==> src/hdl/cartesian_polar_converter_assert.svh <==
// Assertion macros for the Cartesian/polar converter.
`ifndef CARTESIAN_POLAR_CONVERTER_ASSERT_SVH
`define CARTESIAN_POLAR_CONVERTER_ASSERT_SVH
`ifndef SYNTHESIS
// Same-cycle implication: ante holds at an edge, so does cons.
`define CPC_ASSERT_IMPLY(label, clk, rst_n, ante, cons, msg) \
	label: assert property (@(posedge clk) disable iff (!rst_n) (ante) |-> (cons)) \
		else $error(msg);
// Next-cycle implication: ante at one edge, cons at the following one.
`define CPC_ASSERT_NEXT(label, clk, rst_n, ante, cons, msg) \
	label: assert property (@(posedge clk) disable iff (!rst_n) (ante) |=> (cons)) \
		else $error(msg);
`else
`define CPC_ASSERT_IMPLY(label, clk, rst_n, ante, cons, msg)
`define CPC_ASSERT_NEXT(label, clk, rst_n, ante, cons, msg)
`endif
`endif

==> src/hdl/cpc_pkg.sv <==
// Shared types, constants and the arctangent table of the converter.
package cpc_pkg;

	// CORDIC datapath width: coordinates scaled by 2^24 plus gain headroom
	localparam int CW          = 58;
	localparam int GUARD_SHIFT = 24;

	// one square-root digit per step stage; this sets the step count
	localparam int SQRT_STEPS  = 32;
	localparam int PREP_STAGES = 3;
	localparam int POST_STAGES = 3;

	localparam logic [31:0] TURN_QUARTER  = 32'h4000_0000;
	localparam logic [31:0] TURN_HALF     = 32'h8000_0000;
	localparam logic [31:0] TURN_3QUARTER = 32'hC000_0000;

	// 1/K in Q32, start length of the rotation
	localparam logic signed [CW-1:0] INV_GAIN = CW'(32'h9B74_EDA8);

	typedef struct packed {
		logic                 mode;
		logic signed [31:0]   x;
		logic signed [31:0]   y;
		logic [30:0]          r;
		logic [31:0]          t;
		logic                 special;
		logic [31:0]          spec_ang;
		logic signed [CW-1:0] c;
		logic signed [CW-1:0] s;
		logic [31:0]          z;
		logic [63:0]          rem;
		logic [63:0]          root;
	} lane_t;

	// atan(2^-i) as a fraction of a full turn times 2^32
	function automatic logic [31:0] atan_turn(input logic [4:0] idx);
		logic [31:0] a;
		case (idx)
			5'd0:    a = 32'h2000_0000;
			5'd1:    a = 32'h12E4_051E;
			5'd2:    a = 32'h09FB_385B;
			5'd3:    a = 32'h0511_11D4;
			5'd4:    a = 32'h028B_0D43;
			5'd5:    a = 32'h0145_D7E1;
			5'd6:    a = 32'h00A2_F61E;
			5'd7:    a = 32'h0051_7C55;
			5'd8:    a = 32'h0028_BE53;
			5'd9:    a = 32'h0014_5F2F;
			5'd10:   a = 32'h000A_2F98;
			5'd11:   a = 32'h0005_17CC;
			5'd12:   a = 32'h0002_8BE6;
			5'd13:   a = 32'h0001_45F3;
			5'd14:   a = 32'h0000_A2FA;
			5'd15:   a = 32'h0000_517D;
			5'd16:   a = 32'h0000_28BE;
			5'd17:   a = 32'h0000_145F;
			5'd18:   a = 32'h0000_0A30;
			5'd19:   a = 32'h0000_0518;
			5'd20:   a = 32'h0000_028C;
			5'd21:   a = 32'h0000_0146;
			5'd22:   a = 32'h0000_00A3;
			5'd23:   a = 32'h0000_0051;
			5'd24:   a = 32'h0000_0029;
			5'd25:   a = 32'h0000_0014;
			5'd26:   a = 32'h0000_000A;
			5'd27:   a = 32'h0000_0005;
			5'd28:   a = 32'h0000_0003;
			5'd29:   a = 32'h0000_0001;
			5'd30:   a = 32'h0000_0001;
			default: a = 32'h0000_0000;
		endcase
		return a;
	endfunction

endpackage

==> src/hdl/cpc_prep.sv <==
// Front stages: operand setup, squaring and sum for the root.
module cpc_prep (
	input  logic                  clk,
	input  logic                  arst_n,
	input  logic                  in_valid,
	input  logic                  mode,
	input  logic signed [31:0]    coord_x,
	input  logic signed [31:0]    coord_y,
	input  logic [30:0]           magnitude_in,
	input  logic [31:0]           angle_in,
	output logic                  out_valid,
	output cpc_pkg::lane_t        out_lane
);
	import cpc_pkg::*;

	logic signed [CW-1:0] u_ext;
	logic signed [CW-1:0] v_ext;
	logic                 flip;
	logic [31:0]          ax;
	logic [31:0]          ay;
	lane_t                lane0;
	lane_t                lane_sum;

	logic        valid_s1;
	lane_t       lane_s1;
	logic [31:0] ax_s1;
	logic [31:0] ay_s1;

	logic        valid_s2;
	lane_t       lane_s2;
	logic [63:0] sqx_s2;
	logic [63:0] sqy_s2;

	logic        valid_s3;
	lane_t       lane_s3;

	assign u_ext = CW'(coord_y) <<< GUARD_SHIFT;
	assign v_ext = CW'(coord_x) <<< GUARD_SHIFT;
	// bearing in the second or third quarter: start from the far side
	assign flip  = angle_in[31] ^ angle_in[30];
	assign ax    = coord_x[31] ? -coord_x : coord_x;
	assign ay    = coord_y[31] ? -coord_y : coord_y;

	always_comb begin
		lane0          = '0;
		lane0.mode     = mode;
		lane0.x        = coord_x;
		lane0.y        = coord_y;
		lane0.r        = magnitude_in;
		lane0.t        = angle_in;
		if (!mode) begin
			// axis vectors get exact bearings
			lane0.special = (coord_x == '0) || (coord_y == '0);
			if (coord_x == '0) begin
				lane0.spec_ang = coord_y[31] ? TURN_HALF : '0;
			end else if (coord_y == '0) begin
				lane0.spec_ang = coord_x[31] ? TURN_3QUARTER : TURN_QUARTER;
			end
			// fold into the right half plane
			if (coord_y[31]) begin
				lane0.c = -u_ext;
				lane0.s = -v_ext;
				lane0.z = TURN_HALF;
			end else begin
				lane0.c = u_ext;
				lane0.s = v_ext;
				lane0.z = '0;
			end
		end else begin
			lane0.c = flip ? -INV_GAIN : INV_GAIN;
			lane0.s = '0;
			lane0.z = flip ? angle_in - TURN_HALF : angle_in;
		end
	end

	// root seed: remainder is the sum of squares, root starts at zero
	always_comb begin
		lane_sum      = lane_s2;
		lane_sum.rem  = sqx_s2 + sqy_s2;
		lane_sum.root = '0;
	end

	always_ff @(posedge clk or negedge arst_n) begin
		if (!arst_n) begin
			valid_s1 <= 1'b0;
			valid_s2 <= 1'b0;
			valid_s3 <= 1'b0;
		end else begin
			valid_s1 <= in_valid;
			valid_s2 <= valid_s1;
			valid_s3 <= valid_s2;
		end
	end

	always_ff @(posedge clk) begin
		if (in_valid) begin
			lane_s1 <= lane0;
			ax_s1   <= ax;
			ay_s1   <= ay;
		end
		if (valid_s1) begin
			lane_s2 <= lane_s1;
			sqx_s2  <= 64'(ax_s1) * 64'(ax_s1);
			sqy_s2  <= 64'(ay_s1) * 64'(ay_s1);
		end
		if (valid_s2) begin
			lane_s3 <= lane_sum;
		end
	end

	assign out_valid = valid_s3;
	assign out_lane  = lane_s3;

endmodule

==> config.mk <==
export PLATFORM = sky130hd
export DESIGN_NAME = cpc_prep
export DESIGN_NICKNAME = d
export VERILOG_FILES = /design/src/hdl/cartesian_polar_converter_assert.svh /design/src/hdl/cpc_pkg.sv /design/src/hdl/cpc_prep.sv
export SDC_FILE = /design/constraint.sdc
export NUM_CORES = 2
export LEC_CHECK = 0
export BUFFER_PORTS_ARGS = -buffer_cell sky130_fd_sc_hd__buf_4
export CORE_MARGIN = 5
export CORE_UTILIZATION = 60
export DETAILED_ROUTE_END_ITERATION = 10
export PLACE_DENSITY = 0.9
export SLEW_MARGIN = 20
export SYNTH_ARGS = -nofsm -noshare
export SYNTH_HDL_FRONTEND = slang
export SYNTH_SLANG_ARGS = --single-unit
export TNS_END_PERCENT = 1
==> constraint.sdc <==
create_clock -name clk -period 15.4 [get_ports clk]
set_input_delay 4.62 -clock clk [delete_from_list [all_inputs] [get_ports clk]]
set_output_delay 4.62 -clock clk [all_outputs]
set_load 0.01 [all_outputs]
==> qor.yml <==
synth_area_per_cell_um2: 11.2
clk_latency_ns: 0.73
fin_crit_ns: 9.18
clk_pin_slew_ns: 0.07
crit_chain: "buf_4, clkinv_1, nor2_1, fa_1, fa_1, inv_1, fa_1, fa_1, inv_1, fa_1, fa_1, fa_1, fa_1, ha_1, a21oi_1, o21ai_0, nand2b_1, a21oi_1, a2111oi_1, a21oi_1, o2111ai_1, o211ai_1, a31oi_1, xnor2_1"
status: "finished, final reports clean"
grt_util_all_layers: 0.305
slew_violations: 0
root_buffer: "clkbuf_16"
r2r_end: "sqy_s2[56]$_DFFE_PP_"
worstSetupPathType: "flip-flop to flip-flop"
syn_inst: 8417
layout-area-overhead-vs-synth_pct: 8.48
remaining_drc_errors: 0
rsz0062_at_grt: "no"
synth_seq_area_share: 0.303
synth_async_sr_flop_share: 0.00314
hold_violations: 0
die_x_um: 407
dieArea_um2: 166000
avgRoutedWirePerCell_um: 22.8
hold_depth: 0
cp.arrival_ns: 9.59
dp_hpwl_mm: 189
synth_ff_type: "edfxtp_1"
setup_viol: 0
ant_nets: 0
startpoint: "ay_s1[16]$_DFFE_PP_"
drt-initial-drc-count: 6051
reg2regPathDepth: 24
fin_setup_tns_ns: 0
core-area_um2: 156000
cts_max_path_buffers: 3
critPathMaxFanout: 26
holdBufCountCts: 0
gr-total-overflow: 0
path_common_cell: "fa_1"
rrSetupSlack_ns: 6.22
slowest_delay_ns: 0.95
via_per_inst: 5.71
synth_edf_count: 952
cts_tree: "done"
hp-start: "lane_s2[358]$_DFFE_PP_"
drv_cap: 0
finalNetCount: 11092
grt_pass1_wl_mm: 385
post_cts_resized: 0
ys_ff_latch: 955
dr.pass1.iters: 6
max_freq_mhz: 109
grt_pass1_vias: 68500
gp_congestion: 0.975
cp_slowest_cell: "a2111oi_1"
clock-skew-final_ns: 0.0648
synthesis.area_um2: 94600
yosys.cell_types.count: 91
yosys_warnings: 0
port_buffers: 447
vias: 61983
grt_max_degree: 167
hold_path_class: "flip-flop to flip-flop"
rows: 145
cts_made_buffers: 95
cts-htree-levels: 3
required_ns: 15.81
min_period_over_period: 0.596
ios: 569
worst_pin_slew_ns: 1.13
drive_gt1_frac: 0.0833
worstSetupStartpointType: "flip-flop"
min_to: "out_lane[358]$_DFFE_PP_"
postCtsSetupBuffers: 0
start_util: 0.605
relSlewSlack: 0.244
die_y_um: 407
antenna_found_initial: 10
clock-sinks: 955
wirelength_mm: 247
reg2reg_from: "ay_s1[16]$_DFFE_PP_"
end_kind: "flip-flop"
through the flow:
stage                      util  hold slack [ns]  setup WS (ns)  std cells  area, um^2
after floorplan               -            0.400           6.92       8537       95000
after global placement    0.635            0.400           6.42      10674       99400
after detailed placement  0.635            0.405           6.16      10674       99400
after CTS                 0.656            0.403           6.07      10848      103000
after global routing      0.656            0.420           6.00      10853      103000
final                     0.656            0.400           6.22      10855      103000
final cells by class:
class / instances / area [um^2]
well taps: 2058 / 2570
repair buffers: 523 / 3970
diodes: 6 / 15.0
multi-input cells: 5172 / 56800
clock inverters: 66 / 777
inverters: 1967 / 7380
flip-flops and latches: 955 / 28700
clock buffers: 108 / 2430
fillers: 11005 / 53800
worst max-delay path: cells and delay by family (launching register included):
family                   cells  cell delay, ns
AO/OA/AOI/OAI                8            2.57
XOR/XNOR                     1            0.09
buffers and inverters        4            1.07
adder cells (fa/ha/maj)      9            4.32
AND/OR/NAND/NOR              2            0.46
flip-flops                   1            0.34
layer usage:
metal,share of wire,routed length (um),track usage
met3,0.10,25500,0.0643
met5,0.00014,34,0
met4,0.059,14600,0.153
met1,0.36,88900,0.387
met2,0.48,118000,0.500
cell families after synthesis:
logic type / synth area share
xor+xnor: 0.0326
other cells: 0.0000397
flops: 0.303
simple gates: 0.0882
fa+ha+maj: 0.423
compound gates: 0.0507
mux: 0.000992
buf+inv: 0.101
state kept, by name, indices dropped and copies added, names as in the netlist, 31 cells and up:
signal / count
ax_s1: 31
ay_s1: 31
lane_s1: 234
lane_s2: 234
out_lane: 298
sqx_s2: 62
sqy_s2: 62
cell usage in the layout (no fill, tap or decap), types with 39 or more instances in the layout:
| cell type | netlist | routed |
|---|---|---|
| inv_1 | 1966 | 1966 |
| fa_1 | 1585 | 1585 |
| edfxtp_1 | 952 | 952 |
| nand2_1 | 672 | 672 |
| ha_1 | 662 | 662 |
| buf_4 | 139 | 519 |
| and2_1 | 507 | 507 |
| nor2_1 | 270 | 269 |
| a21oi_1 | 220 | 220 |
| xnor2_1 | 208 | 208 |
| xor2_1 | 144 | 144 |
| a21o_1 | 128 | 128 |
| conb_1 | 1 | 121 |
| o21ai_0 | 107 | 107 |
| clkbuf_16 | 0 | 95 |
| nand4_1 | 54 | 54 |
| o21bai_1 | 46 | 46 |
| nand3_1 | 39 | 39 |
cells in the mapped netlist, types with 39 or more instances:
cell type,instances,share of area
fa_1,1585,0.34
buf_4,139,0.011
nor2_1,270,0.011
inv_1,1966,0.078
nand2_1,672,0.027
ha_1,662,0.088
o21bai_1,46,0.0037
xor2_1,144,0.013
nand4_1,54,0.0036
a21o_1,128,0.010
a21oi_1,220,0.012
xnor2_1,208,0.019
nand3_1,39,0.0021
clkbuf_1,291,0.012
o21ai_0,107,0.0057
edfxtp_1,952,0.30
and2_1,507,0.034
worst max path at each step:
stage | cells past startpoint | slack [ns] | to
final | 24 | 6.22 | sqy_s2[56]$_DFFE_PP_
after detailed placement | 23 | 6.16 | sqx_s2[58]$_DFFE_PP_
after global placement | 24 | 6.42 | sqy_s2[56]$_DFFE_PP_
after global routing | 24 | 6.00 | sqy_s2[56]$_DFFE_PP_
after floorplan | 0 | 6.92 | valid_s2$_DFF_PN0_
after CTS | 23 | 6.07 | sqx_s2[58]$_DFFE_PP_
Power is not shown: default switching activity piles up to over one toggle a cycle in this logic, so the estimate is an artifact.
