$ cat src/hdl/cartesian_polar_converter_assert.svh
// Assertion macros for the Cartesian/polar converter.
`ifndef CARTESIAN_POLAR_CONVERTER_ASSERT_SVH
`define CARTESIAN_POLAR_CONVERTER_ASSERT_SVH
`ifndef SYNTHESIS
// Same-cycle implication: ante holds at an edge, so does cons.
`define CPC_ASSERT_IMPLY(label, clk, rst_n, ante, cons, msg) \
	label: assert property (@(posedge clk) disable iff (!rst_n) (ante) |-> (cons)) \
		else $error(msg);
// Next-cycle implication: ante at one edge, cons at the following one.
`define CPC_ASSERT_NEXT(label, clk, rst_n, ante, cons, msg) \
	label: assert property (@(posedge clk) disable iff (!rst_n) (ante) |=> (cons)) \
		else $error(msg);
`else
`define CPC_ASSERT_IMPLY(label, clk, rst_n, ante, cons, msg)
`define CPC_ASSERT_NEXT(label, clk, rst_n, ante, cons, msg)
`endif
`endif

$ cat src/hdl/cpc_pkg.sv
// Shared types, constants and the arctangent table of the converter.
package cpc_pkg;

	// CORDIC datapath width: coordinates scaled by 2^24 plus gain headroom
	localparam int CW          = 58;
	localparam int GUARD_SHIFT = 24;

	// one square-root digit per step stage; this sets the step count
	localparam int SQRT_STEPS  = 32;
	localparam int PREP_STAGES = 3;
	localparam int POST_STAGES = 3;

	localparam logic [31:0] TURN_QUARTER  = 32'h4000_0000;
	localparam logic [31:0] TURN_HALF     = 32'h8000_0000;
	localparam logic [31:0] TURN_3QUARTER = 32'hC000_0000;

	// 1/K in Q32, start length of the rotation
	localparam logic signed [CW-1:0] INV_GAIN = CW'(32'h9B74_EDA8);

	typedef struct packed {
		logic                 mode;
		logic signed [31:0]   x;
		logic signed [31:0]   y;
		logic [30:0]          r;
		logic [31:0]          t;
		logic                 special;
		logic [31:0]          spec_ang;
		logic signed [CW-1:0] c;
		logic signed [CW-1:0] s;
		logic [31:0]          z;
		logic [63:0]          rem;
		logic [63:0]          root;
	} lane_t;

	// atan(2^-i) as a fraction of a full turn times 2^32
	function automatic logic [31:0] atan_turn(input logic [4:0] idx);
		logic [31:0] a;
		case (idx)
			5'd0:    a = 32'h2000_0000;
			5'd1:    a = 32'h12E4_051E;
			5'd2:    a = 32'h09FB_385B;
			5'd3:    a = 32'h0511_11D4;
			5'd4:    a = 32'h028B_0D43;
			5'd5:    a = 32'h0145_D7E1;
			5'd6:    a = 32'h00A2_F61E;
			5'd7:    a = 32'h0051_7C55;
			5'd8:    a = 32'h0028_BE53;
			5'd9:    a = 32'h0014_5F2F;
			5'd10:   a = 32'h000A_2F98;
			5'd11:   a = 32'h0005_17CC;
			5'd12:   a = 32'h0002_8BE6;
			5'd13:   a = 32'h0001_45F3;
			5'd14:   a = 32'h0000_A2FA;
			5'd15:   a = 32'h0000_517D;
			5'd16:   a = 32'h0000_28BE;
			5'd17:   a = 32'h0000_145F;
			5'd18:   a = 32'h0000_0A30;
			5'd19:   a = 32'h0000_0518;
			5'd20:   a = 32'h0000_028C;
			5'd21:   a = 32'h0000_0146;
			5'd22:   a = 32'h0000_00A3;
			5'd23:   a = 32'h0000_0051;
			5'd24:   a = 32'h0000_0029;
			5'd25:   a = 32'h0000_0014;
			5'd26:   a = 32'h0000_000A;
			5'd27:   a = 32'h0000_0005;
			5'd28:   a = 32'h0000_0003;
			5'd29:   a = 32'h0000_0001;
			5'd30:   a = 32'h0000_0001;
			default: a = 32'h0000_0000;
		endcase
		return a;
	endfunction

endpackage

$ cat src/hdl/cpc_step.sv
// One pipeline step: a square-root digit and, when ROTATE is set, a CORDIC micro-rotation.
module cpc_step #(
	parameter int IDX    = 0,
	parameter bit ROTATE = 1'b1
) (
	input  logic           clk,
	input  logic           arst_n,
	input  logic           in_valid,
	input  cpc_pkg::lane_t in_lane,
	output logic           out_valid,
	output cpc_pkg::lane_t out_lane
);
	import cpc_pkg::*;

	localparam logic [63:0] SQ_BIT = 64'(1) << (62 - 2 * IDX);

	logic [64:0]          trial;
	logic                 take;
	logic signed [CW-1:0] c_cur;
	logic signed [CW-1:0] s_cur;
	logic signed [CW-1:0] c_nxt;
	logic signed [CW-1:0] s_nxt;
	logic [31:0]          z_nxt;
	lane_t                nxt;

	logic  valid_s1;
	lane_t lane_s1;

	assign c_cur = in_lane.c;
	assign s_cur = in_lane.s;

	// restoring root digit: try root + bit against the remainder
	assign trial = {1'b0, in_lane.root} + {1'b0, SQ_BIT};
	assign take  = {1'b0, in_lane.rem} >= trial;

	if (ROTATE) begin : g_rot
		localparam logic [31:0] ANG = atan_turn(5'(IDX));
		logic signed [CW-1:0] dc;
		logic signed [CW-1:0] ds;
		logic                 neg;
		assign dc    = s_cur >>> IDX;
		assign ds    = c_cur >>> IDX;
		// vectoring drives s to zero, rotation drives z to zero
		assign neg   = in_lane.mode ? in_lane.z[31] : (!s_cur[CW-1] && (s_cur != '0));
		assign c_nxt = neg ? c_cur + dc : c_cur - dc;
		assign s_nxt = neg ? s_cur - ds : s_cur + ds;
		assign z_nxt = neg ? in_lane.z + ANG : in_lane.z - ANG;
	end else begin : g_hold
		assign c_nxt = c_cur;
		assign s_nxt = s_cur;
		assign z_nxt = in_lane.z;
	end

	always_comb begin
		nxt      = in_lane;
		nxt.c    = c_nxt;
		nxt.s    = s_nxt;
		nxt.z    = z_nxt;
		nxt.rem  = take ? in_lane.rem - trial[63:0] : in_lane.rem;
		nxt.root = take ? (in_lane.root >> 1) + SQ_BIT : in_lane.root >> 1;
	end

	always_ff @(posedge clk or negedge arst_n) begin
		if (!arst_n) begin
			valid_s1 <= 1'b0;
		end else begin
			valid_s1 <= in_valid;
		end
	end

	always_ff @(posedge clk) begin
		if (in_valid) begin
			lane_s1 <= nxt;
		end
	end

	assign out_valid = valid_s1;
	assign out_lane  = lane_s1;

endmodule

$ cat config.mk
export PLATFORM = sky130hd
export DESIGN_NAME = cpc_step
export DESIGN_NICKNAME = d
export VERILOG_FILES = /design/src/hdl/cartesian_polar_converter_assert.svh /design/src/hdl/cpc_pkg.sv /design/src/hdl/cpc_step.sv
export SDC_FILE = /design/constraint.sdc
export NUM_CORES = 1
export LEC_CHECK = 0
export ABC_AREA = 1
export CAP_MARGIN = 0
export CORE_AREA = 2 2 342 344
export DETAILED_ROUTE_END_ITERATION = 6
export DIE_AREA = 0 0 344 346
export DONT_BUFFER_PORTS = 1
export GPL_TIMING_DRIVEN = 0
export SLEW_MARGIN = 20
export SYNTH_ARGS = -nofsm -noshare
export SYNTH_HDL_FRONTEND = slang
export SYNTH_SLANG_ARGS = --single-unit
$ cat constraint.sdc
create_clock -name clk -period 1.5 [get_ports clk]
set_clock_uncertainty 0.2 [all_clocks]
set_input_delay 0.15 -clock clk [delete_from_list [all_inputs] [get_ports clk]]
set_output_delay 0.15 -clock clk [all_outputs]
set_load 0.01 [all_outputs]
==> impl_results.rst, run 1 <==
.. list-table::
   :header-rows: 1

   * - Metric
     - Value
   * - Number of register bits inferred by synthesis
     - around 440
   * - Series of cell instances along the critical path
     - clkinvlp_4, buf_12, nand3_4, nor3_2, nand2_2, nor2_4, nand2_4, nand2_4, nand2_8, buf_12, buf_16, fa_2, inv_2
   * - Post-detailed-routing wire length
     - ~200 mm
   * - Layout-stage area growth over the synthesis result
     - 43.4%
   * - Root buffer cell
     - clkbuf_16
   * - Most common library cell in the layout ignoring fill and taps
     - nand2_1
   * - Mapped Avg Cell Area
     - between 6 and 7 sq um
   * - WS Path Type
     - in -> reg
   * - Slew headroom
     - 0.469
   * - Share of final-layout standard cells stronger than drive strength 1
     - 0.208
   * - Top post-synthesis cells by area
     - edfxtp_1 37%, nand2_1 21%, inv_1 11%, ha_1 8.3%, nand3_1 4.3%
   * - Static leakage power
     - 24.0 nW
   * - Worst IR drop on VDD
     - approximately 0.85 mV
   * - Remaining Overflow, GRT
     - 0
   * - Total of endpoints with negative setup slack in the final report
     - 337
   * - Area of all sequential standard cells
     - between 0.01 and 0.015 sq mm
   * - Final weighted congestion of routability-driven global placement
     - between 1 and 1.5
   * - Required time reported for the critical path endpoint
     - 1730 ps
   * - Detailed-routing wirelength on met1
     - 76.0 mm
   * - Die Span Y
     - between 300 and 400 um
   * - Capturing element type of the critical path
     - flop
   * - Final core area utilization
     - 0.444
   * - Pins Over Slew Limit
     - 0
   * - Element type at the critical path start
     - primary input
   * - Standard-cell row count
     - 125
   * - Slowest stage cell, crit path
     - fa_2
   * - Total routing usage reported by global routing
     - 0.321
   * - Half-perimeter wire length of the detailed placement result
     - approximately 160 mm
   * - Initial antenna violation count
     - 5
   * - Power density over cell area
     - 916 mW/mm^2
   * - TritonCTS clock tree
     - done
   * - Clock slew seen by the registers of the worst setup and hold paths
     - about 60 ps
   * - CTS sink cnt
     - 437
   * - Number of antenna-violating nets in the routed design
     - 0
   * - Initial detailed-routing violation count
     - around 2800
   * - Number of maximum-capacitance violations
     - 0
   * - Number of H-tree levels
     - 2
   * - Fill cell total of the finished layout
     - about 12000
   * - Power after layout
     - around 47 mW
   * - Share of the clock period used by the worst path
     - 1.32
   * - Capturing element of the worst setup path
     - out_lane[158]
   * - Flip-flop cell with the highest count after synthesis
     - edfxtp_1
   * - Yosys synthesis warning count
     - 0
   * - Post-synthesis sequential area ratio
     - 0.367
   * - Number of instances in the synthesized netlist
     - 5286
   * - Area of the multi-input gates
     - approximately 0.023 sq mm
   * - Routed length on met3
     - around 17 mm
   * - Slew of the pin with the lowest slew margin
     - between 700 and 800 ps
   * - Metal2 WL
     - 93.4 mm
   * - Worst Setup Slack, final
     - -474 ps
   * - Leading area contributor after synthesis
     - edfxtp_1
   * - Portion of synthesized cell area occupied by the leading cell type
     - 0.367
   * - Share of async-settable or async-resettable flops after synthesis
     - 0.00229
   * - Path category of the worst min-delay check
     - in -> reg
   * - Maximum number of buffers from clock root to sink
     - 3
   * - Arrival time at the worst endpoint
     - around 2200 ps
   * - Commonest cells after routing, fill and taps aside
     - 1702 x nand2_1, 944 x inv_1, 496 x dlygate4sd3_1, 436 x edfxtp_1, 220 x nor2_1
   * - Highest metal layer used by the detailed router
     - met5
   * - Post-synth design cell area
     - 0.0357 sq mm
   * - Hold violation total from the final report
     - between 500 and 600
   * - Maximum number of pins on one net before global-route repair
     - roughly 440
   * - Wire length of the first global-routing pass
     - about 270 mm
   * - Number of placed I/O pins
     - about 880
   * - Violated checks
     - negative hold slack, negative setup slack
   * - Maximum single-stage delay on the critical path
     - approximately 530 ps
   * - Wirelength per Cell
     - between 20 and 30 um
   * - Drt drc
     - 0
   * - Outcome
     - finished with violations
   * - Clock period minus final worst setup slack
     - a little under 2000 ps
   * - Timing-limited maximum frequency
     - a little over 500 MHz
   * - Peak fanout along the critical path
     - 7
   * - Net Count, Synth
     - about 6000
   * - Vias after detailed routing
     - roughly 37000
   * - Number of global-route vias before repair
     - 35800
   * - Number of iterations in the first detailed-routing pass
     - 6
   * - Post-synth EDFFs
     - between 400 and 500
   * - Die footprint
     - around 0.12 sq mm
   * - Total CTS buffers
     - slightly above 50
   * - RSZ-0062 raised after global routing
     - yes
   * - Port Buf Inserts
     - 0
   * - Number of nets in the final layout
     - 6584
   * - Die outline width
     - between 300 and 400 um
   * - Worst hold slack
     - -647 ps
   * - Starting Density
     - 0.309
   * - Unique masters post-synth
     - 47
   * - Post-placement setup slack
     - -2710 ps
   * - Via density
     - 4.99
   * - Area inside the core boundary
     - 0.115 sq mm
   * - Beginning of the critical path
     - in_lane[216]
[critical path: cells and delay by family]
family	cells	cell delay [ps]
and+or+nand+nor	7	950
buffers and inverters	5	540
adders and majority gates	1	530
[state kept, by name (all words and copies together) (netlist names)]
signal,flops
out_valid,1
out_lane,436
[through the flow]
step / TNS, ps / area (sq um) / instances / hold WS, ps
after global routing: -74320 / 51200 / 7472 / -678
after CTS: -83020 / 48500 / 7402 / -689
after detailed placement: -349800 / 40700 / 6811 / -345
after floorplan: -82390 / 38700 / 5286 / -346
final: -65770 / 51200 / 7473 / -647
after global placement: -353680 / 40700 / 6810 / -345
[cell families after synthesis]
group                      after synthesis  synth area share
buffers and inverters                 1201             0.132
xor gates and xnor gates               114            0.0280
adders and majority gates              241            0.0855
and+or+nand+nor                       2887             0.327
AOI/OAI and AO/OA                      406            0.0601
DFF                                    437             0.367
[cell type report]
class                      count  share of cell area
clock inverter                39             0.00926
clock buffer                  55              0.0252
inverter                    1109              0.0870
multi-input combinational   3648               0.445
antenna                        5            0.000244
tap                         1524              0.0372
timing repair buffer         565               0.113
buffer                        90              0.0261
sequential                   437               0.256
timing repair inverter         1            0.000318
[timing repair]
action | CTS | global route
setup endpoints to repair | 458 | 443
hold buffers | 478 | 18
pin swaps | 24 | 78
gates resized for setup | 264 | 479
buffers inserted | 18 | 40
hold endpoints to repair | 853 | 563
gates cloned | 2 | 9
[synth_stat cells (3+ instances only)]
library cell and count:
nand3_1 309, buf_2 46, o21ai_1 3, a21oi_1 196, o21ai_0 162, xor2_1 110, a21o_1 4, o211ai_1 3
buf_4 25, nand3b_1 23, xnor2_1 4, nor3_1 29, fa_1 5, nor3_2 4, ha_1 236, clkbuf_1 10
nor2_1 401, nor2_2 14, nand4_1 72, inv_1 1091, buf_1 6, inv_2 17, a21boi_0 4, nand2_1 2006
nand2_2 8, and2_1 11, o21bai_1 27, edfxtp_1 436
[per-layer routing]
metal / vias to the layer above / track usage
met4: 2 / 0.192
met1: 17800 / 0.366
met2: 1506 / 0.531
met3: 376 / 0.0882
li1: 17600 / -
met5: - / 0.000408
[worst min-delay path by stage]
stage / cells after the start / end / startpoint
2_1_floorplan: 0 / out_valid / arst_n
5_1_grt: 0 / out_lane[6] / in_lane[7]
6_report: 0 / out_lane[6] / in_lane[7]
4_1_cts: 0 / out_lane[6] / in_lane[7]
3_5_place_dp: 0 / out_valid / arst_n
3_3_place_gp: 0 / out_valid / arst_n
[power by group]
part	switching, mW	internal (mW)
registers	2.32	15.2
logic	9.95	5.94
clock network	5.75	7.68
No activity file was read; power rests on OpenSTA's default activity.
==> run 2, diff against run 1 <==
--- a/config.mk
+++ b/config.mk
@@ -12,6 +12,7 @@
 export DIE_AREA = 0 0 344 346
 export DONT_BUFFER_PORTS = 1
 export GPL_TIMING_DRIVEN = 0
+export MAX_ROUTING_LAYER = met4
 export SLEW_MARGIN = 20
 export SYNTH_ARGS = -nofsm -noshare
 export SYNTH_HDL_FRONTEND = slang
==> run 2 against run 1 <==
The run still ends with negative hold slack, negative setup slack left. Hold slack better by 19 ps. Largest power group is now combinational logic. Via count is 3.4% higher. Highest routed layer is now met4. Routed wire length rose by 3.5%.
==> impl_results.rst, run 2 (synthesized netlist as in run 1, its figures left out) <==
.. list-table::
   :header-rows: 1

   * - Metric
     - Value
   * - Element type at the critical path start
     - primary input
   * - Peak fanout along the critical path
     - 7
   * - Origin of the worst min-delay path
     - in_lane[4]
   * - Total routing usage reported by global routing
     - 0.338
   * - Placed Area
     - roughly 0.041 sq mm
   * - Final weighted congestion of routability-driven global placement
     - roughly 1.1
   * - Met1 track demand over resource in global routing
     - 0.384
   * - Number of flip-flops under the largest register name
     - between 400 and 500
   * - WS Path Type
     - in -> reg
   * - Worst IR drop on VDD
     - approximately 0.81 mV
   * - Half-perimeter wire length of the detailed placement result
     - 163 mm
   * - Hold path cells
     - 0
   * - Global-route met3 utilization
     - 0.0826
   * - Maximum number of buffers from clock root to sink
     - 3
   * - Power after layout
     - approximately 49 mW
   * - Static leakage power
     - between 20 and 30 nW
   * - Remaining Overflow, GRT
     - 0
   * - Arrival time at the worst endpoint
     - between 2000 and 2500 ps
   * - TritonCTS clock tree
     - done
   * - Capturing element type of the critical path
     - flop
   * - Endpoint with the worst hold slack
     - out_lane[3]
   * - Cell total after placement
     - approximately 6800
   * - Clock period minus final worst setup slack
     - just over 2000 ps
   * - Wire length of the first global-routing pass
     - 274 mm
   * - Die outline width
     - ~340 um
   * - Commonest cells after routing, fill and taps aside
     - 1519 x nand2_1, 928 x inv_1, 480 x dlygate4sd3_1, 436 x edfxtp_1, 332 x nand2_2
   * - Die footprint
     - around 0.12 sq mm
   * - Worst Setup Slack, final
     - -519 ps
   * - Number of placed I/O pins
     - ~900
   * - Post-route cell area
     - approximately 0.054 sq mm
   * - Grt peak-use layer
     - met2
   * - Number of global-route vias before repair
     - between 30000 and 40000
   * - Fill cell total of the finished layout
     - 11300
   * - Wirelength per Cell
     - ~28 um
   * - Initial detailed-routing violation count
     - between 3000 and 4000
   * - Worst hold slack
     - -629 ps
   * - Total CTS buffers
     - 50
   * - Root buffer cell
     - clkbuf_16
   * - Number of antenna-violating nets in the routed design
     - 0
   * - Number of nets in the final layout
     - between 6000 and 7000
   * - Drt drc
     - 0
   * - Violated checks
     - negative hold slack, negative setup slack
   * - Maximum number of pins on one net before global-route repair
     - about 440
   * - Vias after detailed routing
     - 38600
   * - Post-detailed-routing wire length
     - ~210 mm
   * - Total of endpoints with negative setup slack in the final report
     - 313
   * - Die Span Y
     - around 350 um
   * - Layout Cells excl Fill
     - ~7600
   * - Met2 usage in global routing
     - 0.545
   * - Slew of the pin with the lowest slew margin
     - around 1200 ps
   * - Outcome
     - finished with violations
   * - Number of H-tree levels
     - 2
   * - Share of final-layout standard cells stronger than drive strength 1
     - 0.276
   * - Required time reported for the critical path endpoint
     - approximately 1700 ps
   * - Number of iterations in the first detailed-routing pass
     - 6
   * - Port Buf Inserts
     - 0
   * - RSZ-0062 raised after global routing
     - yes
   * - Share of the clock period used by the worst path
     - 1.35
   * - Starting Density
     - 0.309
   * - Number of maximum-capacitance violations
     - 0
   * - Slew headroom
     - 0.198
   * - Area inside the core boundary
     - ~0.12 sq mm
   * - Standard-cell row count
     - roughly 130
   * - Power density over cell area
     - slightly below 900 mW/mm^2
   * - Most common library cell in the layout ignoring fill and taps
     - nand2_1
   * - Via density
     - between 5 and 6
   * - Hold violation total from the final report
     - between 300 and 400
   * - Pins Over Slew Limit
     - 0
   * - CTS sink cnt
     - approximately 440
   * - Initial antenna violation count
     - 10
   * - Clock slew seen by the registers of the worst setup and hold paths
     - 70 ps
   * - Path category of the worst min-delay check
     - in -> reg
   * - Timing-limited maximum frequency
     - approximately 500 MHz
   * - Layout-stage area growth over the synthesis result
     - 52.6%
## run 2: changes by cell type in the layout (fill, tap and decap cells not counted), sizes merged, moves of 2 or more
cell,previous run,this run
buf,142,231
dlygate4sd3,496,480
clkbuf,72,85
bufbuf,0,2
clkinv,22,20
inv,1101,1099
## run 2: per-layer routing
metal	wire (um)	vias up
met2	96000	1766
met3	18800	479
met4	14800	0
met1	78900	18500
li1	-	17800
met5	0	-
## run 2: worst max-delay path by stage
stage                 start  cells after the start            end  slack, ps
2_1_floorplan   in_lane[63]                     15  out_lane[112]       -630
3_3_place_gp   in_lane[216]                     11  out_lane[171]      -2930
3_5_place_dp   in_lane[216]                     11  out_lane[171]      -2880
4_1_cts        in_lane[216]                     12  out_lane[158]       -590
5_1_grt         in_lane[18]                     18  out_lane[107]       -590
6_report        in_lane[63]                     17  out_lane[107]       -520
## run 2: critical path, stage by stage
cell     delay, ps
ha_4           260
inv_4           30
ha_4           270
inv_4           40
nor2_4         130
inv_1           80
nor2_2         180
nand3_1        140
nor2_1         150
nand2_2         90
nand2_4        100
buf_12         150
inv_16          60
buf_8          140
buf_4          140
nand2_1         70
nand2_1         60
## run 2: final cells by class
class	count	area (sq um)	area share
multi-input cells	3648	24800	0.455
plain buffers	88	1520	0.0278
inverters	1109	4500	0.0826
clock inverters	33	407	0.00747
clock buffers	59	1280	0.0236
diodes	4	10.0	0.000184
well taps	1524	1910	0.0350
repair inverters	2	27.5	0.000505
flip-flops and latches	437	13100	0.241
repair buffers	652	6910	0.127
## run 2: what timing repair did
action,4_1_cts,5_1_grt
pin swaps,58,236
gates resized for setup,524,829
setup buffers,46,104
gates cloned,19,12
hold buffers,454,27
endpoints found under the hold margin,847,563
endpoints found under the setup margin,360,343
## run 2: power breakdown
| group | switching (mW) | total, mW | internal [mW] |
|---|---|---|---|
| Sequential | 2.31 | 17.6 | 15.3 |
| Combinational | 11.2 | 18.2 | 6.98 |
| Clock | 5.58 | 13.0 | 7.41 |
## run 2: stage by stage
stage	hold WS (ps)	setup WS [ps]	setup TNS (ps)	utilization
2_1_floorplan	-346	-628	-82390	-
3_3_place_gp	-345	-2930	-366980	0.352
3_5_place_dp	-345	-2880	-357250	0.352
4_1_cts	-656	-589	-85550	0.433
5_1_grt	-644	-588	-80320	0.472
6_report	-629	-519	-76140	0.472
